File: src/prc_pkg.sv
// Shared types and constants of the point rotate, project and clip block.
package prc_pkg;

  localparam int CoordW = 16;
  localparam int GlyphW = 8;
  localparam int TrigW  = 16;
  localparam int ColW   = 7;
  localparam int RowW   = 5;
  localparam int AddrW  = 11;

  // Widths of the rotation arithmetic; every product is kept exact.
  localparam int ProdW  = 32;
  localparam int RotW   = 33;
  localparam int DepthW = 34;
  localparam int DenW   = 33;

  // Depth offset of 5.0 in Q.22.
  localparam logic signed [DepthW-1:0] DepthOffset = DepthW'(5 * 4194304);

  localparam int PaddrW = 3;
  localparam int PdataW = 32;

  localparam logic signed [TrigW-1:0] SineReset   = 16'sd0;
  localparam logic signed [TrigW-1:0] CosineReset = 16'sd16384;

  typedef enum logic {
    REG_SINE   = 1'b0,
    REG_COSINE = 1'b1
  } reg_idx_e;

  typedef struct packed {
    logic signed [TrigW-1:0] angle_sine;
    logic signed [TrigW-1:0] angle_cosine;
  } cfg_t;

endpackage

File: src/prc_cfg_regs.sv
// APB-style register file holding the sine and cosine of the rotation angle.
module prc_cfg_regs (
  input  logic                          clk_i,
  input  logic                          rst_ni,
  input  logic                          psel,
  input  logic                          penable,
  input  logic                          pwrite,
  input  logic [prc_pkg::PaddrW-1:0]    paddr,
  input  logic [prc_pkg::PdataW-1:0]    pwdata,
  output logic [prc_pkg::PdataW-1:0]    prdata,
  output logic                          pready,
  output prc_pkg::cfg_t                 cfg_o
);

  logic signed [prc_pkg::TrigW-1:0] sine_q;
  logic signed [prc_pkg::TrigW-1:0] cosine_q;
  prc_pkg::reg_idx_e                reg_idx;
  logic                             wr_en;

  assign reg_idx = prc_pkg::reg_idx_e'(paddr[2]);
  assign wr_en   = psel && penable && pwrite;
  assign pready  = 1'b1;

  always_ff @(posedge clk_i or negedge rst_ni) begin
    if (!rst_ni) begin
      sine_q   <= prc_pkg::SineReset;
      cosine_q <= prc_pkg::CosineReset;
    end else if (wr_en) begin
      unique case (reg_idx)
        prc_pkg::REG_SINE:   sine_q   <= pwdata[prc_pkg::TrigW-1:0];
        prc_pkg::REG_COSINE: cosine_q <= pwdata[prc_pkg::TrigW-1:0];
        default: ;
      endcase
    end
  end

  always_comb begin
    unique case (reg_idx)
      prc_pkg::REG_SINE:   prdata = prc_pkg::PdataW'(sine_q);
      prc_pkg::REG_COSINE: prdata = prc_pkg::PdataW'(cosine_q);
      default:             prdata = '0;
    endcase
  end

  assign cfg_o.angle_sine   = sine_q;
  assign cfg_o.angle_cosine = cosine_q;

endmodule

File: config.mk
export PLATFORM = sky130hd
export DESIGN_NAME = prc_cfg_regs
export DESIGN_NICKNAME = d
export VERILOG_FILES = /design/src/prc_pkg.sv /design/src/prc_cfg_regs.sv
export SDC_FILE = /design/constraint.sdc
export NUM_CORES = 1
export LEC_CHECK = 0
export BUFFER_PORTS_ARGS = -buffer_cell sky130_fd_sc_hd__buf_4
export CORE_MARGIN = 1.5
export CORE_UTILIZATION = 35
export DETAILED_ROUTE_END_ITERATION = 10
export HOLD_SLACK_MARGIN = 0.15
export PLACE_DENSITY = 0.69
export SYNTH_ARGS = -nofsm -noshare
export SYNTH_HDL_FRONTEND = slang
export SYNTH_SLANG_ARGS = --single-unit
File: constraint.sdc
create_clock -name clk_i -period 2.7 [get_ports clk_i]
set_input_delay 0.27 -clock clk_i [delete_from_list [all_inputs] [get_ports clk_i]]
set_output_delay 0.27 -clock clk_i [all_outputs]
set_load 0.01 [all_outputs]
=== Word-level counts from Yosys, hierarchy flattened ===
Index checks and enable logic that the tools add are counted.

* Bits in registers: 32
* Input port bits: 40
* Word-level logic and storage cells: 8
* Output and inout bits: 65

* Multiplexer cells: 1
* Reductions and logical operators: 4
* Bitwise logic cells: 1

{| class="wikitable"
|+ Operators by type and width
! cell !! count
|-
| case mux 32 bit (2 select lines) || 1
|-
| AND reduction 2 bit || 2
|-
| logical AND 1 bit || 2
|-
| NOT 1 bit || 1
|}

=== Logic depth before layout (Yosys ltp) ===
* Depth in word-level cells: 3
* Depth in mapped cells: 4
* Gate-level depth less buffers: 2

=== Least setup slack after synthesis ===
Ideal clock, no wire load.

* Path type: input to output
* From: input port paddr[2] in the netlist's numbering
* To: output port prdata[16] in the netlist's numbering
* Required time: 2.430 ns
* Stages on the path: 3
* Arrival: 1.016 ns
* Buffers on the path: 2
* Slack: 1.414 ns
* Cell sequence: buf_6 -> mux2_2 -> buf_4

* Word-level cells in the longest chain between the ends: 2

{| class="wikitable"
|+ Ends and longest elaborated chain
! what !! line !! text
|-
| start: declaration || prc_cfg_regs.sv:8 || <nowiki>input logic [prc_pkg::PaddrW-1:0] paddr,</nowiki>
|-
| NOT 1 bit (no source line) || - ||
|-
| case mux 32 bit (2 select lines) (*) || prc_cfg_regs.sv:38 || <nowiki>unique case (reg_idx)</nowiki>
|-
| end: declaration || prc_cfg_regs.sv:10 || <nowiki>output logic [prc_pkg::PdataW-1:0] prdata,</nowiki>
|}

Every way passes the cells marked *; elsewhere a longest branch is shown, timed or not.

=== Worst setup path in the final report ===
* From: register cosine_q[15] in the netlist's numbering
* To: output port prdata[22] in the netlist's numbering

* Word-level cells in the longest chain between the ends: 1

{| class="wikitable"
|+ Ends and longest elaborated chain
! what !! line !! text
|-
| start: declaration || prc_cfg_regs.sv:16 || <nowiki>logic signed [prc_pkg::TrigW-1:0] cosine_q;</nowiki>
|-
| start signal: assignment || prc_cfg_regs.sv:27 || <nowiki>cosine_q <= prc_pkg::CosineReset;</nowiki>
|-
| start signal: assignment || prc_cfg_regs.sv:31 || <nowiki>prc_pkg::REG_COSINE: cosine_q <= pwdata[prc_pkg::TrigW-1:0];</nowiki>
|-
| case mux 32 bit (2 select lines) || prc_cfg_regs.sv:38 ||
|}

Every way passes these cells.

==> flow_summary.ini <==
[clock_tree]
cts_resized = 0
cts_tree = yes
cts_root_buf = clkbuf_8
cts_hold_repair.buffers = 1
numCtsBuffers = 5
cts_max_level = 2
path_clk_slew_ps = 70
ctsLongestPathBuffers = 2
clk_latency_ps = 270
cts_setup_buffers = 0
cts_sinks = 32

[cells_and_area]
fin_util = 0.5174
nets = 216
antenna_cells = 0
regArea_um2 = 802.0
fin_cells = 229
fill_cells = 384
multi_input_area_um2 = 626.9
drive_gt1_frac = 0.8136
area_delta_synth_final_pct = 42.20
final_area_mm2 = 0.002268

[critical_path]
cp_slowest_cell = dfrtp_1
start_kind = flop
max_stage_delay_ps = 390
ff2ff_setup_slack_ps = 1920
endpoint_kind = output pin
path_class = flop to output pin
rr_worst_depth = 1
crit_required_ps = 2430
crit_path_max_fanout = 17
crit_chain = mux2_2 -> buf_4
arrival_ps = 1240

[floorplan]
die_h_um = 70.51
num_io_pins = 105
initial_core_util = 0.3639
dieArea_mm2 = 0.004972
num_rows = 24
fp.dieW_um = 70.51
core_area_mm2 = 0.004384

[synthesis]
synth_top_cell_by_area = dfrtp_1
syn_inst = 104
syn_area_mm2 = 0.001595
ys_warn_count = 0
yosysSeqAreaShare = 0.5027
yosysTopAreaCellShare = 0.4863
ys_seq_elements = 32
synthTopCellsByArea = dfrtp_1 49%, mux2_2 27%, mux2_4 9.4%, buf_4 8.0%, buf_6 2.1%
ys_types = 10
postSynthAreaPerCell_um2 = 15.34
syn_nets = 144

[global_routing]
grt_pass1_vias = 1134
grt_max_degree = 33
gr-total-overflow = 0
grt_util_all_layers = 0.1405
grt_pass1_wl_mm = 5.499
antenna_found_initial = 0

[job]
maxCapViolations = 0

[drt]
topRoutingLayerUsed = met4
drt-initial-drc-count = 15
antenna_left = 0
drt_wl_total_mm = 3.401
met3WireLength_um = 331
route.met2.wl_mm = 1.684
drc = 0
dr_total_vias = 1067
wl_met1_mm = 1.348
viasPerCell = 4.659
dr.pass1.iters = 4
post_drt_wl_per_cell_um = 14.85

[placed_design]
dp.cells = 220
gp_congestion = 0.7159
postPlaceCellArea_mm2 = 0.002132
hpwlAfterDp_mm = 2.396
portBuffers = 85

[power]
combPwrFrac = 0.377
switching_share = 0.2841
internal_power_uw = 1343
peakVddDrop_mv = 0.4153
power_density_mw_per_mm2 = 826.7
switchingPower_uw = 532.8
seqPwrFrac = 0.358
power_leakage_uw = 0.001147
clkPwrFrac = 0.265

[sta]
hold_slack_ps = 226.2
drv_slew = 0
rsz0062_at_grt = no
max_clock_freq_ghz = 0.6640
period_share = 0.5578
fin_crit_ps = 1506
skew_ps = 0
hold_violations = 0
finalSetupTns_ps = 0
setup_viol = 0

[hold_path]
worst_hold_path_type = input port to flop
hold-path-cell-count = 2

[run_status]
outcome = completed
[state kept, by name, summed over array words and instances, names as in the netlist]
| name | cells |
|---|---|
| sine_q | 16 |
| cosine_q | 16 |
[area by class of cell]
type	instances	area share
Clock buffer	7	0.04247
Clock inverter	1	0.01324
Timing Repair Buffer	86	0.2857
Sequential cell	32	0.3536
Tap cell	52	0.02868
Multi-Input combinational cell	51	0.2763
[cells in the mapped netlist]
cell,number
buf_2,1
buf_4,17
buf_6,3
conb_1,1
mux2_2,38
mux2_4,10
nand4b_4,1
dfstp_2,1
dfrtp_1,31
nand4_4,1
[per-stage QoR]
stage / setup slack, ps / total power, uW
CTS: 1168 / 1910
global route: 1133 / 1977
floorplan: 1414 / 1061
global placement: 1190 / 1377
detailed placement: 1166 / 1395
finish: 1194 / 1875
[cell families (layout without fill, tap and decap cells)]
kind of cell / after synthesis / after routing / synth area share
buf+inv: 21 / 94 / 0.1043
flops: 32 / 32 / 0.5027
mux: 48 / 48 / 0.3624
other cells: 1 / 1 / 0.002351
simple gates: 2 / 2 / 0.02823
[placed cells by master, fill, tap and decap left out, drive strengths merged]
cell	synthesis	final
clkbuf	0	7
dfrtp	31	31
bufinv	0	1
buf	21	85
conb	1	1
mux2	48	48
dfstp	1	1
nand4b	1	1
nand4	1	1
dlygate4sd3	0	1
[power by group through the flow]
stage / logic [uW] / clock network [uW] / registers [uW]
2_1_floorplan: 348 / 0 / 713
3_3_place_gp: 707 / 0 / 670
3_5_place_dp: 716 / 0 / 678
4_1_cts: 719 / 519 / 672
5_1_grt: 753 / 535 / 689
6_report: 707 / 497 / 671
[routing by layer]
| metal | up-vias | global-route usage |
|---|---|---|
| li1 | 488 | - |
| met1 | 509 | 0.1552 |
| met2 | 65 | 0.2484 |
| met3 | 5 | 0.04906 |
| met4 | 0 | 0.05128 |
| met5 | - | 0 |
[path summary, 6_finish.rpt]
kind | start | endpoint
worst min register to register | cosine_q[8] | cosine_q[8]
min in group asynchronous | rst_ni | sine_q[10]
worst min-delay path | pwdata[14] | sine_q[14]
max in group asynchronous | rst_ni | cosine_q[14]
worst max-delay path | cosine_q[15] | prdata[22]
worst max register to register | sine_q[10] | sine_q[10]
[worst max-delay path, delay by kind of cell, from the launching register on]
kind     cells  cell delay [ps]
buf+inv      1              180
mux          1              390
flops        1              390
No activity file was read; power rests on OpenSTA's default activity.
