===== src/prc_pkg.sv =====
// Shared types and constants of the point rotate, project and clip block.
package prc_pkg;

  localparam int CoordW = 16;
  localparam int GlyphW = 8;
  localparam int TrigW  = 16;
  localparam int ColW   = 7;
  localparam int RowW   = 5;
  localparam int AddrW  = 11;

  // Widths of the rotation arithmetic; every product is kept exact.
  localparam int ProdW  = 32;
  localparam int RotW   = 33;
  localparam int DepthW = 34;
  localparam int DenW   = 33;

  // Depth offset of 5.0 in Q.22.
  localparam logic signed [DepthW-1:0] DepthOffset = DepthW'(5 * 4194304);

  localparam int PaddrW = 3;
  localparam int PdataW = 32;

  localparam logic signed [TrigW-1:0] SineReset   = 16'sd0;
  localparam logic signed [TrigW-1:0] CosineReset = 16'sd16384;

  typedef enum logic {
    REG_SINE   = 1'b0,
    REG_COSINE = 1'b1
  } reg_idx_e;

  typedef struct packed {
    logic signed [TrigW-1:0] angle_sine;
    logic signed [TrigW-1:0] angle_cosine;
  } cfg_t;

endpackage


===== src/prc_divider.sv =====
// Pipelined restoring divider for column and row, one quotient bit per stage.
module prc_divider #(
  parameter int QuotW = 7
) (
  input  logic                              clk_i,
  input  logic                              rst_ni,
  input  logic                              valid_i,
  output logic                              ready_o,
  input  logic [prc_pkg::DenW+QuotW-1:0]    num_x_i,
  input  logic [prc_pkg::DenW+QuotW-1:0]    num_y_i,
  input  logic [prc_pkg::DenW-1:0]          den_i,
  input  logic                              vis_i,
  input  logic [prc_pkg::GlyphW-1:0]        glyph_i,
  output logic                              valid_o,
  input  logic                              ready_i,
  output logic [QuotW-1:0]                  quo_x_o,
  output logic [QuotW-1:0]                  quo_y_o,
  output logic                              vis_o,
  output logic [prc_pkg::GlyphW-1:0]        glyph_o
);

  localparam int RemW = prc_pkg::DenW + QuotW;

  logic [QuotW-1:0]                v_q;
  logic [QuotW-1:0]                rdy;
  logic [QuotW-1:0]                v_in;
  logic [RemW-1:0]                 rem_x_q [QuotW];
  logic [RemW-1:0]                 rem_y_q [QuotW];
  logic [QuotW-1:0]                quo_x_q [QuotW];
  logic [QuotW-1:0]                quo_y_q [QuotW];
  logic [prc_pkg::DenW-1:0]        den_q   [QuotW];
  logic                            vis_q   [QuotW];
  logic [prc_pkg::GlyphW-1:0]      glyph_q [QuotW];

  assign rdy[QuotW-1] = !v_q[QuotW-1] || ready_i;
  for (genvar k = 0; k < QuotW - 1; k++) begin : g_rdy
    assign rdy[k] = !v_q[k] || rdy[k+1];
  end

  assign v_in    = {v_q[QuotW-2:0], valid_i};
  assign ready_o = rdy[0];
  assign valid_o = v_q[QuotW-1];

  always_ff @(posedge clk_i or negedge rst_ni) begin
    if (!rst_ni) begin
      v_q <= '0;
    end else begin
      for (int k = 0; k < QuotW; k++) begin
        if (rdy[k]) begin
          v_q[k] <= v_in[k];
        end
      end
    end
  end

  for (genvar s = 0; s < QuotW; s++) begin : g_stage
    localparam int Bit = QuotW - 1 - s;

    logic [RemW-1:0]            rx_in, ry_in, dsh;
    logic [QuotW-1:0]           qx_in, qy_in;
    logic [prc_pkg::DenW-1:0]   den_in;
    logic                       vis_in;
    logic [prc_pkg::GlyphW-1:0] g_in;
    logic                       bx, by;

    if (s == 0) begin : g_first
      assign rx_in  = num_x_i;
      assign ry_in  = num_y_i;
      assign qx_in  = '0;
      assign qy_in  = '0;
      assign den_in = den_i;
      assign vis_in = vis_i;
      assign g_in   = glyph_i;
    end else begin : g_next
      assign rx_in  = rem_x_q[s-1];
      assign ry_in  = rem_y_q[s-1];
      assign qx_in  = quo_x_q[s-1];
      assign qy_in  = quo_y_q[s-1];
      assign den_in = den_q[s-1];
      assign vis_in = vis_q[s-1];
      assign g_in   = glyph_q[s-1];
    end

    assign dsh = RemW'(den_in) << Bit;
    assign bx  = rx_in >= dsh;
    assign by  = ry_in >= dsh;

    always_ff @(posedge clk_i) begin
      if (rdy[s] && v_in[s]) begin
        rem_x_q[s] <= bx ? rx_in - dsh : rx_in;
        rem_y_q[s] <= by ? ry_in - dsh : ry_in;
        quo_x_q[s] <= qx_in | (QuotW'(bx) << Bit);
        quo_y_q[s] <= qy_in | (QuotW'(by) << Bit);
        den_q[s]   <= den_in;
        vis_q[s]   <= vis_in;
        glyph_q[s] <= g_in;
      end
    end
  end

  assign quo_x_o = quo_x_q[QuotW-1];
  assign quo_y_o = quo_y_q[QuotW-1];
  assign vis_o   = vis_q[QuotW-1];
  assign glyph_o = glyph_q[QuotW-1];

endmodule


===== config.mk =====
export PLATFORM = sky130hd
export DESIGN_NAME = prc_divider
export DESIGN_NICKNAME = d
export VERILOG_FILES = /design/src/prc_pkg.sv /design/src/prc_divider.sv
export SDC_FILE = /design/constraint.sdc
export NUM_CORES = 2
export LEC_CHECK = 0
export ABC_AREA = 1
export BUFFER_PORTS_ARGS = -buffer_cell sky130_fd_sc_hd__buf_2
export CAP_MARGIN = 0
export CORE_UTILIZATION = 50
export DETAILED_ROUTE_END_ITERATION = 10
export GPL_ROUTABILITY_DRIVEN = 0
export HOLD_SLACK_MARGIN = 0.05
export PLACE_DENSITY = 0.66
export RECOVER_POWER = 25
export REMOVE_ABC_BUFFERS = 1
export SETUP_SLACK_MARGIN = 0.5
export SYNTH_ARGS = -nofsm -noshare
export SYNTH_HDL_FRONTEND = slang
export SYNTH_SLANG_ARGS = --single-unit

===== constraint.sdc =====
create_clock -name clk_i -period 21.9 [get_ports clk_i]
set_clock_uncertainty 0.2 [all_clocks]
set_input_delay 3.285 -clock clk_i [delete_from_list [all_inputs] [get_ports clk_i]]
set_output_delay 3.285 -clock clk_i [all_outputs]
set_load 0.01 [all_outputs]

; Word level (Yosys, flattened, before mapping)
; Memories as Yosys holds them, arrays and structs flattened.
; Index checks and enable logic that the tools add are counted.
[classes]
add_sub_neg = 14
magnitude_cmp = 14
mux = 28
bitwise_logic = 12
reduce_logical = 21
[ops]
columns = cell, count
row1 = 40-bit two-way mux, 14
row2 = 40-bit by 33-bit >= comparator with 1-bit output, 2
row3 = 40-bit by 34-bit >= comparator with 1-bit output, 2
row4 = 40-bit by 35-bit >= comparator with 1-bit output, 2
row5 = 40-bit by 36-bit >= comparator with 1-bit output, 2
row6 = 40-bit by 37-bit >= comparator with 1-bit output, 2
row7 = 40-bit by 38-bit >= comparator with 1-bit output, 2
row8 = 40-bit by 39-bit >= comparator with 1-bit output, 2
row9 = 40-bit by 33-bit subtractor with 40-bit output, 2
row10 = 40-bit by 34-bit subtractor with 40-bit output, 2
row11 = 40-bit by 35-bit subtractor with 40-bit output, 2
row12 = 40-bit by 36-bit subtractor with 40-bit output, 2
row13 = 40-bit by 37-bit subtractor with 40-bit output, 2
row14 = 40-bit by 38-bit subtractor with 40-bit output, 2
row15 = 40-bit by 39-bit subtractor with 40-bit output, 2
row16 = 1-bit two-way mux, 14
row17 = 7-bit by 1-bit bitwise OR with 7-bit output, 2
row18 = 7-bit by 2-bit bitwise OR with 7-bit output, 2
row19 = 7-bit by 3-bit bitwise OR with 7-bit output, 2
row20 = 7-bit by 4-bit bitwise OR with 7-bit output, 2
row21 = 7-bit by 5-bit bitwise OR with 7-bit output, 2
row22 = 7-bit by 6-bit bitwise OR with 7-bit output, 2
row23 = 1-bit logical AND, 7
row24 = 1-bit logical NOT, 7
row25 = 1-bit logical OR, 7
[totals]
ff_bits = 7
mem_bits_rw = 952
elab_cells = 103
mem_count = 7
[mem_list]
columns = name, words, word_bits, rd, rd_ports_with_merged_regs, wr, line_no
row1 = rem_x_q, 7, 40, 6, 0, 7, prc_divider.sv:27  ; logic [RemW-1:0] rem_x_q [QuotW];
row2 = rem_y_q, 7, 40, 6, 0, 7, prc_divider.sv:28  ; logic [RemW-1:0] rem_y_q [QuotW];
row3 = den_q, 7, 33, 6, 0, 7, prc_divider.sv:31  ; logic [prc_pkg::DenW-1:0] den_q [QuotW];
row4 = glyph_q, 7, 8, 7, 0, 7, prc_divider.sv:33  ; logic [prc_pkg::GlyphW-1:0] glyph_q [QuotW];
row5 = quo_x_q, 7, 7, 7, 0, 7, prc_divider.sv:29  ; logic [QuotW-1:0] quo_x_q [QuotW];
row6 = quo_y_q, 7, 7, 7, 0, 7, prc_divider.sv:30  ; logic [QuotW-1:0] quo_y_q [QuotW];
row7 = 1 more memories, --, --, --, --, --, --

; Depth between registers and ports, before layout
[depth]
depth_word = 11
ltp_mapped = 16

; Worst setup path before layout
; OpenSTA, ideal clock, no wires.
[synth_path]
path_type = input to register
start = in ready_i
end = mem den_q[2][0] (netlist name) (enable)
setup_ps = 657
arrival_time_ps = 9761
required_time_ps = 21043
slack_ps = 11282
stages = 6
path_buffers = 0
cell_sequence = nor2_1 inv_1 nor2_1 nand2_1 nor2_1 a21oi_1
[synth_lines]
columns = item, line_no
row1 = from (decl), prc_divider.sv:15  ; input logic ready_i,
row2 = to (decl), prc_divider.sv:31

; Worst setup path in the final report
[layout_path]
start = in ready_i
end = out ready_o
[layout_between]
elab_chain_len = 7
[layout_lines]
columns = item, line_no
row1 = 1-bit logical OR, prc_divider.sv:35  ; assign rdy[QuotW-1] = !v_q[QuotW-1] || ready_i;
row2 = 1-bit logical OR (6 in a row), prc_divider.sv:37  ; assign rdy[k] = !v_q[k] || rdy[k+1];
row3 = to (decl), prc_divider.sv:8  ; output logic ready_o,
; No other way between the ends.

==> run_results.csv <==
group,metric,value,unit
grt,grt_antenna_before_repair,5,
synth,yosysUniqueCellTypes,41,
floorplanning,ioPinCount,151,
timing,rsz0062_at_grt,"no",
grt,grt.total_usage,0.3363,
timing,timing.fmax,120.6,MHz
hold_path,whs_path_depth,0,
worst_setup_path,crit_path_max_fanout,4,
timing,hold_viol,0,
route,num_vias,61494,
clocking,post-cts-setup-buffers,0,
cells_and_area,multi_input_area,0.03400,mm2
clocking,cts-root-buf,"clkbuf_16",
timing,worst_pin_slew,2.044,ns
cells_and_area,instances_no_fill,11660,
clocking,cts_tree,"built",
timing,slew_violations,93,
synth,synthMuxAreaShare,0,
clocking,postCtsHoldBufs,0,
floorplanning,core_area,0.1298,mm2
synth,syn-cell-area,0.06557,mm2
cells_and_area,synthToLayoutAreaGrowth,8.039,%
cells_and_area,seqCellArea,0.02411,mm2
timing,fin_tns_setup,0,ns
synth,yosys.area_share.simple,0.3590,
route,wl_per_cell,19.15,um
route,ant_nets,0,
synth,yosysMostFrequentCell,"nand2_1",
grt,grt.overflow.total,0,
route,via_per_inst,5.274,
synth,ys_ff_latch,804,
route,drc_errors,0,
job,maxCapViolations,4,
placement,hpwl,183.3,mm
synth,postSynthCellCount,9657,
timing,setup_viol,0,
synth,synth_top_family_by_area,"simple AND/OR/NAND/NOR gates",
synth,avgSynthCellArea,6.790,um2
synth,synth_adder_area_share,0.09182,
power,p_leak,37.58,nW
floorplanning,rows,132,
grt,grt_max_degree,82,
timing,relSlewSlack,-0.3626,
grt,grt_pass1_vias,58484,
route,drtIter0Drc,5558,
worst_setup_path,end_kind,"primary output",
timing,min_period_over_period,0.3786,
cells_and_area,fillers,12774,
synth,synthXorXnorAreaFrac,0.02578,
power,ir_worst_vdd,78.21,uV
route,first_pass_iters,8,
synth,yosys-top-cells-area,"edfxtp_1 (37%), nand2_1 (24%), inv_1 (10%)",
worst_setup_path,start_kind,"input port",
placement,pre_cts_ws,13.60,ns
clocking,clk_pin_slew,0.06,ns
synth,yosysTopAreaCellShare,0.3650,
timing,whs,0.2097,ns
clocking,numClockSinks,804,
cells_and_area,final_util,0.5457,
synth,synth_ff_type,"edfxtp_1",
run_status,outcome,"complete, but fails checks",
power,power_density,131.1,mW/mm2
clocking,h-tree-depth,3,
hold_path,hold_class,"register to register",
synth,ys_seq_area_frac,0.3677,
placement,io_buffers,150,
synth,synthArstFlopShare,0.008706,
worst_setup_path,crit_type,"input port to primary output",
timing,worst_slack,13.61,ns
synth,ys_warn_count,0,
floorplanning,die_area,0.1326,mm2
synth,synth_edf_count,797,
synth,synth_compound_area_frac,0.04290,
clocking,cts_buffers,90,
floorplanning,initial_core_util,0.5051,
cells_and_area,drive_gt1_frac,0.03854,
floorplanning,die_h,364.1,um
placement,dpl.cell_count,11486,
timing,timing.final.crit_period,8.290,ns
grt,grt_pass1_wl,333.1,mm
synth,synthTopCellsByCount,"nand2_1 (4205), inv_1 (1759), edfxtp_1 (797), nor2_1 (762), nand3_1 (472)",
clocking,insertion_delay,0.72,ns
cells_and_area,final_nets,10436,
clocking,cts-resized-gates,0,
floorplanning,die_w,364.1,um
worst_setup_path,arrival,4.81,ns
synth,yosysTopAreaCell,"edfxtp_1",
clocking,clk_path_buf_depth,3,
worst_setup_path,r2r_cells,12,
worst_setup_path,crit_required,18.42,ns
run_status,violations,"max-capacitance violations, max-slew violations",
route,finalWirelength,223.2,mm
==> final cells by class <==
type | count | share of cell area
Multi-Input combinational cell | 6999 | 0.4799
Sequential cell | 804 | 0.3403
Inverter | 1778 | 0.09455
Clock buffer | 114 | 0.03395
Tap cell | 1742 | 0.03077
Timing Repair Buffer | 163 | 0.01145
Clock inverter | 55 | 0.008902
Antenna cell | 5 | 0.0001766
==> cell families after synthesis <==
family / after synthesis
AOI/OAI and AO/OA: 510
xor gates and xnor gates: 193
adders and majority gates: 474
buffers and inverters: 1854
DFF: 804
and+or+nand+nor: 5822
==> power breakdown <==
| part | internal [mW] | switching (mW) |
|---|---|---|
| Combinational | 1.53 | 3.40 |
| Sequential | 2.46 | 0.344 |
| Clock | 0.896 | 0.663 |
==> routing by layer <==
layer	share of wire	routed length, um	global-route usage
met1	0.37	82920	0.3723
met2	0.45	100300	0.5519
met3	0.063	14000	0.04501
met4	0.12	26000	0.3323
met5	0	0	0
==> layout by cell type, fill, tap and decap left out, drive strengths merged, types with 88 or more instances in the layout <==
master  count
a21oi     366
xor2      183
inv      1778
edfxtp    797
o21ai      91
nor2      787
nand2    4233
nand4     107
nand3     485
ha        462
buf       134
clkbuf    143
nand3b     88
==> registers in the layout (all words and copies together), names as in the netlist <==
| name | cells |
|---|---|
| rem_y_q | 240 |
| v_q | 7 |
| quo_x_q | 28 |
| vis_q | 7 |
| glyph_q | 56 |
| rem_x_q | 240 |
| den_q | 198 |
| quo_y_q | 28 |
==> metrics by stage <==
stage / instance area, um2 / power [mW]
floorplan: 64850 / 6.102
global placement: 67920 / 7.503
detailed placement: 67920 / 7.595
CTS: 70960 / 9.165
global route: 70840 / 9.966
finish: 70840 / 9.285
==> worst max-delay path: stages <==
cell     delay [ns]
buf_2          0.09
nor2_1         0.21
inv_1          0.08
nor2_1         0.12
nand2_1        0.11
nor2_1         0.34
nand2_1        0.14
nor2_1         0.16
nand2_1        0.10
buf_2          0.15
==> worst paths after layout <==
check / startpoint / to / slack [ns]
max: ready_i / ready_o / 13.61
min: quo_x_q[3][6] / quo_x_q[4][6] / 0.21
max reg2reg: den_q[2][30] / rem_y_q[3][36] / 15.85
min reg2reg: quo_x_q[3][6] / quo_x_q[4][6] / 0.21
max in group asynchronous: rst_ni / v_q[5] / 18.94
min in group asynchronous: rst_ni / v_q[0] / 2.26
No activity file was read; power rests on OpenSTA's default activity.
