[src/prc_pkg.sv]
// Shared types and constants of the point rotate, project and clip block.
package prc_pkg;

  localparam int CoordW = 16;
  localparam int GlyphW = 8;
  localparam int TrigW  = 16;
  localparam int ColW   = 7;
  localparam int RowW   = 5;
  localparam int AddrW  = 11;

  // Widths of the rotation arithmetic; every product is kept exact.
  localparam int ProdW  = 32;
  localparam int RotW   = 33;
  localparam int DepthW = 34;
  localparam int DenW   = 33;

  // Depth offset of 5.0 in Q.22.
  localparam logic signed [DepthW-1:0] DepthOffset = DepthW'(5 * 4194304);

  localparam int PaddrW = 3;
  localparam int PdataW = 32;

  localparam logic signed [TrigW-1:0] SineReset   = 16'sd0;
  localparam logic signed [TrigW-1:0] CosineReset = 16'sd16384;

  typedef enum logic {
    REG_SINE   = 1'b0,
    REG_COSINE = 1'b1
  } reg_idx_e;

  typedef struct packed {
    logic signed [TrigW-1:0] angle_sine;
    logic signed [TrigW-1:0] angle_cosine;
  } cfg_t;

endpackage

[src/prc_if.sv]
// Stream interfaces for the point input channel and the screen cell output channel.
interface prc_in_if;
  logic                                valid;
  logic                                ready;
  logic signed [prc_pkg::CoordW-1:0]   point_x;
  logic signed [prc_pkg::CoordW-1:0]   point_y;
  logic signed [prc_pkg::CoordW-1:0]   point_z;
  logic        [prc_pkg::GlyphW-1:0]   glyph;

  modport source (output valid, point_x, point_y, point_z, glyph, input ready);
  modport sink (input valid, point_x, point_y, point_z, glyph, output ready);
endinterface


[src/prc_transform.sv]
// Rotation, depth offset, projection numerators and screen bound checks in five stages.
module prc_transform #(
  parameter int SCREEN_WIDTH     = 80,
  parameter int SCREEN_HEIGHT    = 25,
  parameter int PROJECTION_SCALE = 20
) (
  input  logic                               clk_i,
  input  logic                               rst_ni,
  input  prc_pkg::cfg_t                      cfg_i,
  prc_in_if.sink                             in_chan,
  output logic                               valid_o,
  input  logic                               ready_i,
  output logic [prc_pkg::DenW+$clog2((SCREEN_WIDTH > SCREEN_HEIGHT) ? SCREEN_WIDTH
                                      : SCREEN_HEIGHT)-1:0] num_x_o,
  output logic [prc_pkg::DenW+$clog2((SCREEN_WIDTH > SCREEN_HEIGHT) ? SCREEN_WIDTH
                                      : SCREEN_HEIGHT)-1:0] num_y_o,
  output logic [prc_pkg::DenW-1:0]           den_o,
  output logic                               vis_o,
  output logic [prc_pkg::GlyphW-1:0]         glyph_o
);

  localparam int MaxDim = (SCREEN_WIDTH > SCREEN_HEIGHT) ? SCREEN_WIDTH : SCREEN_HEIGHT;
  localparam int QuotW  = $clog2(MaxDim);
  localparam int RemW   = prc_pkg::DenW + QuotW;
  localparam int SclW   = $clog2(PROJECTION_SCALE + 1) + 1;
  localparam int DimW   = $clog2(MaxDim + 1) + 1;
  localparam int MW     = (SclW > DimW) ? SclW : DimW;
  localparam int NW     = prc_pkg::DepthW + MW + 2;
  localparam int TyW    = prc_pkg::CoordW + SclW;
  localparam int Stages = 5;

  localparam logic signed [SclW-1:0] ScaleS   = SclW'(PROJECTION_SCALE);
  localparam logic signed [DimW-1:0] HalfWS   = DimW'(SCREEN_WIDTH / 2);
  localparam logic signed [DimW-1:0] HalfHS   = DimW'(SCREEN_HEIGHT / 2);
  localparam logic signed [DimW-1:0] WidthS   = DimW'(SCREEN_WIDTH);
  localparam logic signed [DimW-1:0] HeightS  = DimW'(SCREEN_HEIGHT);

  logic [Stages-1:0] v_q;
  logic [Stages-1:0] rdy;

  // Each stage takes new data when it is empty or the next stage moves on.
  assign rdy[Stages-1] = !v_q[Stages-1] || ready_i;
  for (genvar k = 0; k < Stages - 1; k++) begin : g_rdy
    assign rdy[k] = !v_q[k] || rdy[k+1];
  end

  assign in_chan.ready = rdy[0];
  assign valid_o       = v_q[Stages-1];

  always_ff @(posedge clk_i or negedge rst_ni) begin
    if (!rst_ni) begin
      v_q <= '0;
    end else begin
      if (rdy[0]) begin
        v_q[0] <= in_chan.valid;
      end
      for (int k = 1; k < Stages; k++) begin
        if (rdy[k]) begin
          v_q[k] <= v_q[k-1];
        end
      end
    end
  end

  // Stage 1: the four rotation products.
  logic signed [prc_pkg::ProdW-1:0]  xc_q, zs_q, xs_q, zc_q;
  logic signed [prc_pkg::CoordW-1:0] py1_q;
  logic        [prc_pkg::GlyphW-1:0] g1_q;

  always_ff @(posedge clk_i) begin
    if (rdy[0] && in_chan.valid) begin
      xc_q  <= prc_pkg::ProdW'(in_chan.point_x) * prc_pkg::ProdW'(cfg_i.angle_cosine);
      zs_q  <= prc_pkg::ProdW'(in_chan.point_z) * prc_pkg::ProdW'(cfg_i.angle_sine);
      xs_q  <= prc_pkg::ProdW'(in_chan.point_x) * prc_pkg::ProdW'(cfg_i.angle_sine);
      zc_q  <= prc_pkg::ProdW'(in_chan.point_z) * prc_pkg::ProdW'(cfg_i.angle_cosine);
      py1_q <= in_chan.point_y;
      g1_q  <= in_chan.glyph;
    end
  end

  // Stage 2: rotated x and depth in Q.22.
  logic signed [prc_pkg::RotW-1:0]   rx_q;
  logic signed [prc_pkg::DepthW-1:0] dep2_q;
  logic signed [prc_pkg::CoordW-1:0] py2_q;
  logic        [prc_pkg::GlyphW-1:0] g2_q;

  always_ff @(posedge clk_i) begin
    if (rdy[1] && v_q[0]) begin
      rx_q   <= prc_pkg::RotW'(xc_q) - prc_pkg::RotW'(zs_q);
      dep2_q <= prc_pkg::DepthW'(xs_q) + prc_pkg::DepthW'(zc_q) + prc_pkg::DepthOffset;
      py2_q  <= py1_q;
      g2_q   <= g1_q;
    end
  end

  // Stage 3: scaled terms, screen centers and screen limits times depth.
  logic signed [NW-1:0]              termx_q, basex_q, basey_q, limx3_q, limy3_q;
  logic signed [TyW-1:0]             termy_q;
  logic signed [prc_pkg::DepthW-1:0] dep3_q;
  logic        [prc_pkg::GlyphW-1:0] g3_q;

  always_ff @(posedge clk_i) begin
    if (rdy[2] && v_q[1]) begin
      termx_q <= NW'(rx_q) * NW'(ScaleS);
      termy_q <= TyW'(py2_q) * TyW'(ScaleS);
      basex_q <= NW'(dep2_q) * NW'(HalfWS);
      basey_q <= NW'(dep2_q) * NW'(HalfHS);
      limx3_q <= NW'(dep2_q) * NW'(WidthS);
      limy3_q <= NW'(dep2_q) * NW'(HeightS);
      dep3_q  <= dep2_q;
      g3_q    <= g2_q;
    end
  end

  // Stage 4: full numerators; y is scaled from Q8.8 to Q.22 here.
  logic signed [NW-1:0]              nx_q, ny_q, limx4_q, limy4_q;
  logic signed [prc_pkg::DepthW-1:0] dep4_q;
  logic        [prc_pkg::GlyphW-1:0] g4_q;

  always_ff @(posedge clk_i) begin
    if (rdy[3] && v_q[2]) begin
      nx_q    <= basex_q + termx_q;
      ny_q    <= basey_q - (NW'(termy_q) <<< 14);
      limx4_q <= limx3_q;
      limy4_q <= limy3_q;
      dep4_q  <= dep3_q;
      g4_q    <= g3_q;
    end
  end

  // Stage 5: a quotient lands in [0, limit) exactly when -depth < n < limit*depth.
  // Numerators in (-depth, 0) truncate to zero, so they enter the divider as zero.
  logic signed [NW-1:0]            neg_dep;
  logic                            vis_d;
  logic [RemW-1:0]                 num_x_d, num_y_d;
  logic [RemW-1:0]                 num_x_q, num_y_q;
  logic [prc_pkg::DenW-1:0]        den_q;
  logic                            vis_q;
  logic [prc_pkg::GlyphW-1:0]      g5_q;

  always_comb begin
    neg_dep = -NW'(dep4_q);
    vis_d   = (dep4_q > 0) && (nx_q > neg_dep) && (nx_q < limx4_q) &&
              (ny_q > neg_dep) && (ny_q < limy4_q);
    num_x_d = (vis_d && nx_q > 0) ? nx_q[RemW-1:0] : '0;
    num_y_d = (vis_d && ny_q > 0) ? ny_q[RemW-1:0] : '0;
  end

  always_ff @(posedge clk_i) begin
    if (rdy[4] && v_q[3]) begin
      num_x_q <= num_x_d;
      num_y_q <= num_y_d;
      den_q   <= dep4_q[prc_pkg::DenW-1:0];
      vis_q   <= vis_d;
      g5_q    <= g4_q;
    end
  end

  assign num_x_o = num_x_q;
  assign num_y_o = num_y_q;
  assign den_o   = den_q;
  assign vis_o   = vis_q;
  assign glyph_o = g5_q;

endmodule

[src/flat_wrapper.sv]
// flat-port wrapper written by rule: the top's interface ports become plain ports
module prc_transform_flat 
#(
  parameter int SCREEN_WIDTH     = 80,
  parameter int SCREEN_HEIGHT    = 25,
  parameter int PROJECTION_SCALE = 20
)
  (clk_i, rst_ni, cfg_i, valid_o, ready_i, num_x_o, num_y_o, den_o, vis_o, glyph_o, in_chan_valid, in_chan_point_x, in_chan_point_y, in_chan_point_z, in_chan_glyph, in_chan_ready);
  prc_in_if in_chan_i ();
  input  logic clk_i;
  input  logic rst_ni;
  input  prc_pkg::cfg_t cfg_i;
  output logic valid_o;
  input  logic ready_i;
  output logic [prc_pkg::DenW+$clog2((SCREEN_WIDTH > SCREEN_HEIGHT) ? SCREEN_WIDTH
                                      : SCREEN_HEIGHT)-1:0] num_x_o;
  output logic [prc_pkg::DenW+$clog2((SCREEN_WIDTH > SCREEN_HEIGHT) ? SCREEN_WIDTH
                                      : SCREEN_HEIGHT)-1:0] num_y_o;
  output logic [prc_pkg::DenW-1:0] den_o;
  output logic vis_o;
  output logic [prc_pkg::GlyphW-1:0] glyph_o;
  input wire logic [$bits(in_chan_i.valid)-1:0] in_chan_valid;
  input wire logic [$bits(in_chan_i.point_x)-1:0] in_chan_point_x;
  input wire logic [$bits(in_chan_i.point_y)-1:0] in_chan_point_y;
  input wire logic [$bits(in_chan_i.point_z)-1:0] in_chan_point_z;
  input wire logic [$bits(in_chan_i.glyph)-1:0] in_chan_glyph;
  output wire logic [$bits(in_chan_i.ready)-1:0] in_chan_ready;
  assign in_chan_i.valid = in_chan_valid;
  assign in_chan_i.point_x = in_chan_point_x;
  assign in_chan_i.point_y = in_chan_point_y;
  assign in_chan_i.point_z = in_chan_point_z;
  assign in_chan_i.glyph = in_chan_glyph;
  assign in_chan_ready = in_chan_i.ready;
  prc_transform #(.SCREEN_WIDTH(SCREEN_WIDTH), .SCREEN_HEIGHT(SCREEN_HEIGHT), .PROJECTION_SCALE(PROJECTION_SCALE)) u_core (.clk_i(clk_i), .rst_ni(rst_ni), .cfg_i(cfg_i), .in_chan(in_chan_i), .valid_o(valid_o), .ready_i(ready_i), .num_x_o(num_x_o), .num_y_o(num_y_o), .den_o(den_o), .vis_o(vis_o), .glyph_o(glyph_o));
endmodule
[config.mk]
export PLATFORM = sky130hd
export DESIGN_NAME = prc_transform_flat
export DESIGN_NICKNAME = d
export VERILOG_FILES = /design/src/prc_pkg.sv /design/src/prc_if.sv /design/src/prc_transform.sv /design/src/flat_wrapper.sv
export SDC_FILE = /design/constraint.sdc
export NUM_CORES = 2
export LEC_CHECK = 0
export ABC_AREA = 1
export BUFFER_PORTS_ARGS = -buffer_cell sky130_fd_sc_hd__buf_2
export CAP_MARGIN = 25
export CORE_MARGIN = 3
export CORE_UTILIZATION = 45
export DETAILED_ROUTE_END_ITERATION = 10
export PLACE_DENSITY_LB_ADDON = 0.08
export SYNTH_ARGS = -nofsm -noshare
export SYNTH_HDL_FRONTEND = slang
export SYNTH_SLANG_ARGS = --single-unit
export TNS_END_PERCENT = 1
[constraint.sdc]
create_clock -name clk_i -period 9.8 [get_ports clk_i]
set_clock_uncertainty 0.1 [all_clocks]
set_input_delay 1.47 -clock clk_i [delete_from_list [all_inputs] [get_ports clk_i]]
set_output_delay 1.47 -clock clk_i [all_outputs]
set_load 0.005 [all_outputs]
# Word-level counts from Yosys, hierarchy flattened
# Cells that the tools add are included.
# totals
mem_bits_rw,0
elab_cells,78
register_bits,855
romBits,0
input_bits,92
output_inout_bits,124
latchBits,0
n_memories,0
# classes
eq_ne,0
n_reduce_logical,21
div_mod_pow,0
n_bitwise,0
shift,0
addsub,6
n_lt_le_gt_ge,7
muxes,0
multipliers,10
# ops
operator,n
$mul 16x16->32,4
$gt 44x1->1 const B,2
$gt 44x44->1,2
$lt 44x44->1,2
$mul 34x4->38 const B,2
$add 44x44->44,1
$neg 34->44,1
$sub 44x36->44,1
$mul 34x6->40 const B,1
$mul 33x4->37 const B,1
$mul 34x3->37 const B,1
$add 34x26->34 const B,1
$gt 34x1->1 const B,1
$add 32x32->33,1
$sub 32x32->33,1
$mul 16x4->20 const B,1
$logic_and 1x1->1,11
$logic_not 1->1,5
$logic_or 1x1->1,5

# Depth between registers and ports, before layout
# logic_depth
depth_word,7
ltp_mapped,33
depth_no_buf,31

# Least setup slack after synthesis
# OpenSTA, ideal clock, no wires.
# synth_timing
path_kind,input to register
from,input port ready_i
to,"register u_core.g1_q[0] (netlist bit), enable pin"
setup_ns,0.668
n_path_buf,0
setup_slack_ns,0.745
stages,10
required_ns,9.032
t_arrival_ns,8.286
path_cell_list,nor2_1 > inv_1 > nor2_1 > inv_1 > nor2_1 > inv_1 > nor2_1 > inv_1 > nor2_1 > nor2_1
# synth_via
elab_chain_cells,6
# synth_lines
item,line_no,text
"start, declared",flat_wrapper.sv:14,input logic ready_i;
$logic_or 1x1->1,prc_transform.sv:42,assign rdy[Stages-1] = !v_q[Stages-1] || ready_i;
$logic_or 1x1->1 (4 in a row),prc_transform.sv:44,assign rdy[k] = !v_q[k] || rdy[k+1];
$logic_and 1x1->1,prc_transform.sv:71,if (rdy[0] && in_chan.valid) begin
"end signal, assigned",prc_transform.sv:77,g1_q <= in_chan.glyph;
"end, declared",prc_transform.sv:68,logic [prc_pkg::GlyphW-1:0] g1_q;
# Every way passes these cells.
# A chain may end at the register's enable or synchronous reset.

# Worst setup path after layout
# layout_timing
from,input port cfg_i[31] (netlist bit)
to,register u_core.xs_q[29] (netlist bit) (data pin)
# layout_via
elab_chain_cells,1
# layout_lines
item,line_no,text
"start, declared",flat_wrapper.sv:12,input prc_pkg::cfg_t cfg_i;
$mul 16x16->32,prc_transform.sv:74,xs_q <= prc_pkg::ProdW'(in_chan.point_x) * prc_pkg::ProdW'(cfg_i.angle_sine);
"end signal, assigned",prc_transform.sv:74,
"end, declared",prc_transform.sv:66,"logic signed [prc_pkg::ProdW-1:0] xc_q, zs_q, xs_q, zc_q;"
# Every way passes these cells.

==> flow_metrics.py <==
metrics = {
    "finish": {
        "layout.nets": 12107,
        "syn2layout_area_growth_pct": 7.63,
        "drive_above_1_share_pct": 4.56,
    },
    "worst_setup_path": {
        "critPathKind": "in -> reg",
        "crit_path_end_kind": "flop",
        "cp_max_fo": 21,
        "crit_required_ps": 10130,
        "crit_arrival_ps": 7850,
        "cp-start-kind": "input port",
    },
    "flow_run": {
        "maxCapViolations": 0,
    },
    "routing": {
        "viasPerCell": 5.08,
        "dr.pass1.iters": 7,
        "top_layer": "met5",
        "dr.first_iter.drc_count": 4475,
        "drt-met1-wl_mm": 109,
        "wl_per_cell_um": 19.8,
        "ant_nets": 0,
        "drt-total-wl_mm": 252,
        "wl_met2_mm": 122,
        "dr_wl_met3_mm": 10.9,
        "drc": 0,
        "via_count": 64528,
    },
    "timing": {
        "setup_violations": 0,
        "period_minus_slack_ps": 7520,
        "tns_ps": 0,
        "finalHoldViolations": 0,
        "relSlewSlack_pct": 27.2,
        "max_freq_mhz": 133,
        "drv_slew": 0,
        "rsz0062_at_grt": "false",
        "period_share_pct": 76.7,
        "worst_pin_slew_ps": 1090,
    },
    "yosys": {
        "syn_area_per_cell_um2": 8.92,
        "synthAdderAreaFrac_pct": 37.7,
        "postSynth.asyncResetShare_pct": 0.648,
        "syn-cell-area_um2": 88100,
        "syn_inst": 9882,
        "yosysUniqueCellTypes": 54,
        "seq_area_frac_synth_pct": 26.3,
        "synth_compound_area_share_pct": 6.76,
        "yosysWarnings": 0,
        "synthMuxAreaShare_pct": 0,
        "synth_xor_area_share_pct": 3.96,
        "ys_ff_latch": 772,
        "synth_top_family_by_area": "adder cells",
        "synth_flop_cell": "edfxtp_1",
        "synthSimpleGateAreaFrac_pct": 13.7,
        "synth_edf_count": 767,
    },
    "status": {
        "status": "complete, no violations",
    },
    "floorplanning": {
        "ios": 216,
        "core_area_um2": 194000,
        "start_util_pct": 45.5,
        "rows": 161,
        "die_y_um": 449,
        "chipWidth_um": 449,
        "dieArea_um2": 201000,
    },
    "clocking": {
        "cts_tree": "yes",
        "cts_hold_repair.buffers": 0,
        "ctsHtreeMaxLevel": 3,
        "cts_buffer_depth": 3,
        "clk-insertion-delay-late_ps": 700,
        "clockRootBuffer": "clkbuf_16",
        "cts_buffers": 88,
        "cts.sinks": 772,
        "clk_pin_slew_worst_paths_ps": 60,
        "cts_resized": 0,
        "cts_post_setup_buffers_inserted": 0,
    },
    "grt": {
        "antenna_found_initial": 5,
        "first_global_vias": 67680,
        "grt_pass1_wl_mm": 395,
        "grt_use_total_pct": 25.4,
        "grt.overflow.total": 0,
        "grt_max_degree": 137,
    },
    "placed_design": {
        "io_buffer_count": 211,
        "hpwl_mm": 206,
        "globalplace.congestion": 0.915,
    },
    "min_path": {
        "hp-class": "reg -> reg",
    },
}
## state kept, by name (all words and copies together), names as in the netlist, 36 cells and up
| signal | count |
|---|---|
| u_core.basex_q | 36 |
| u_core.num_x_o | 38 |
| u_core.limy3_q | 37 |
| u_core.nx_q | 42 |
| u_core.limy4_q | 37 |
| u_core.ny_q | 41 |
| u_core.num_y_o | 38 |
| u_core.basey_q | 36 |
| u_core.termx_q | 37 |
| u_core.limx4_q | 36 |
## stage by stage
stage | utilization [%] | cells | area (um^2) | hold slack [ps] | setup slack, ps
global placement | 47.5 | 12531 | 91900 | 301 | 1590
CTS | 49.0 | 12693 | 94900 | 292 | 2370
finish | 49.0 | 12696 | 94900 | 295 | 2280
global route | 49.0 | 12695 | 94900 | 305 | 1860
floorplan | - | 9885 | 88100 | 300 | 745
detailed placement | 47.5 | 12531 | 91900 | 305 | 1560
## synth_stat cells (34+ instances only)
master / n / area, um^2
a21o_1: 72 / 541
a21oi_1: 514 / 2570
a31oi_1: 47 / 294
clkbuf_1: 198 / 743
edfxtp_1: 767 / 23000
fa_1: 1088 / 21800
ha_1: 914 / 11400
inv_1: 2474 / 9290
nand2_1: 2017 / 7570
nand3_1: 172 / 861
nand4_1: 67 / 419
nor2_1: 505 / 1900
nor2_4: 42 / 473
nor3_1: 72 / 360
nor4_1: 34 / 213
o21ai_0: 259 / 1300
o21bai_1: 42 / 315
xnor2_1: 149 / 1310
xor2_1: 249 / 2180
## layer usage
| metal | up-vias | GRT usage (%) |
|---|---|---|
| met1 | 31815 | 33.5 |
| met3 | 305 | 2.44 |
| met5 | - | 0 |
| li1 | 30879 | - |
| met4 | 6 | 8.79 |
| met2 | 1523 | 43.5 |
## logic make-up (layout without fill, tap and decap cells)
family	after synthesis	count (layout)
buffers and inverters	2693	2893
AND/OR/NAND/NOR	2954	2954
flip-flops	772	772
AO/OA/AOI/OAI	1062	1062
XOR/XNOR	398	398
adder cells (fa/ha/maj)	2002	2002
other	1	7
## worst paths after layout
| check | start | to | slack [ps] | cells past startpoint |
|---|---|---|---|---|
| min reg2reg | u_core.dep3_q[8]$_DFFE_PP_ | u_core.dep4_q[8]$_DFFE_PP_ | 290 | 0 |
| max | cfg_i[31] | u_core.xs_q[29]$_DFFE_PP_ | 2280 | 23 |
| min in group asynchronous | rst_ni | u_core.v_q[4]$_DFFE_PN0P_ | 490 | 1 |
| max in group asynchronous | rst_ni | u_core.v_q[0]$_DFFE_PN0N_ | 8970 | 1 |
| min | u_core.dep3_q[8]$_DFFE_PP_ | u_core.dep4_q[8]$_DFFE_PP_ | 290 | 0 |
| max reg2reg | u_core.dep4_q[0]$_DFFE_PP_ | u_core.num_y_o[3]$_SDFFCE_PN0P_ | 4260 | 24 |
## layout by cell type (no fill, tap or decap), drive strengths merged, types with 149 or more instances in the layout
master and count:
fa 1088, buf 248, nor2 552, inv 2486, xor2 249, a21oi 515, ha 914, edfxtp 767
xnor2 149, o21ai 280, nand3 174, nand2 2021
## critical path, cell delays in order
cell and delay [ps]:
buf_2 180, clkinv_1 830, nor2_1 380, fa_1 490
fa_1 470, fa_1 530, fa_1 440, fa_1 490
inv_1 50, fa_1 470, inv_1 40, ha_1 410
nand2_1 150, inv_1 120, nand2_1 70, nor3_1 350
nand2_1 100, o211ai_1 410, nand2_1 90, nand2_1 110
nand2_1 50, nand2_1 70, xor2_1 60
## cell type report
class                           instances  area, um^2
Clock inverter                         57         618
Tap cell                             2608        3260
Clock buffer                          105        2330
Multi-Input combinational cell       6420       54800
Inverter                             2483        9340
Sequential cell                       772       23200
Timing Repair Buffer                  248        1350
Fill cell                           18695       98700
Antenna cell                            3        7.51
Power is not shown: default switching activity piles up to over one toggle a cycle in this logic, so the estimate is an artifact.
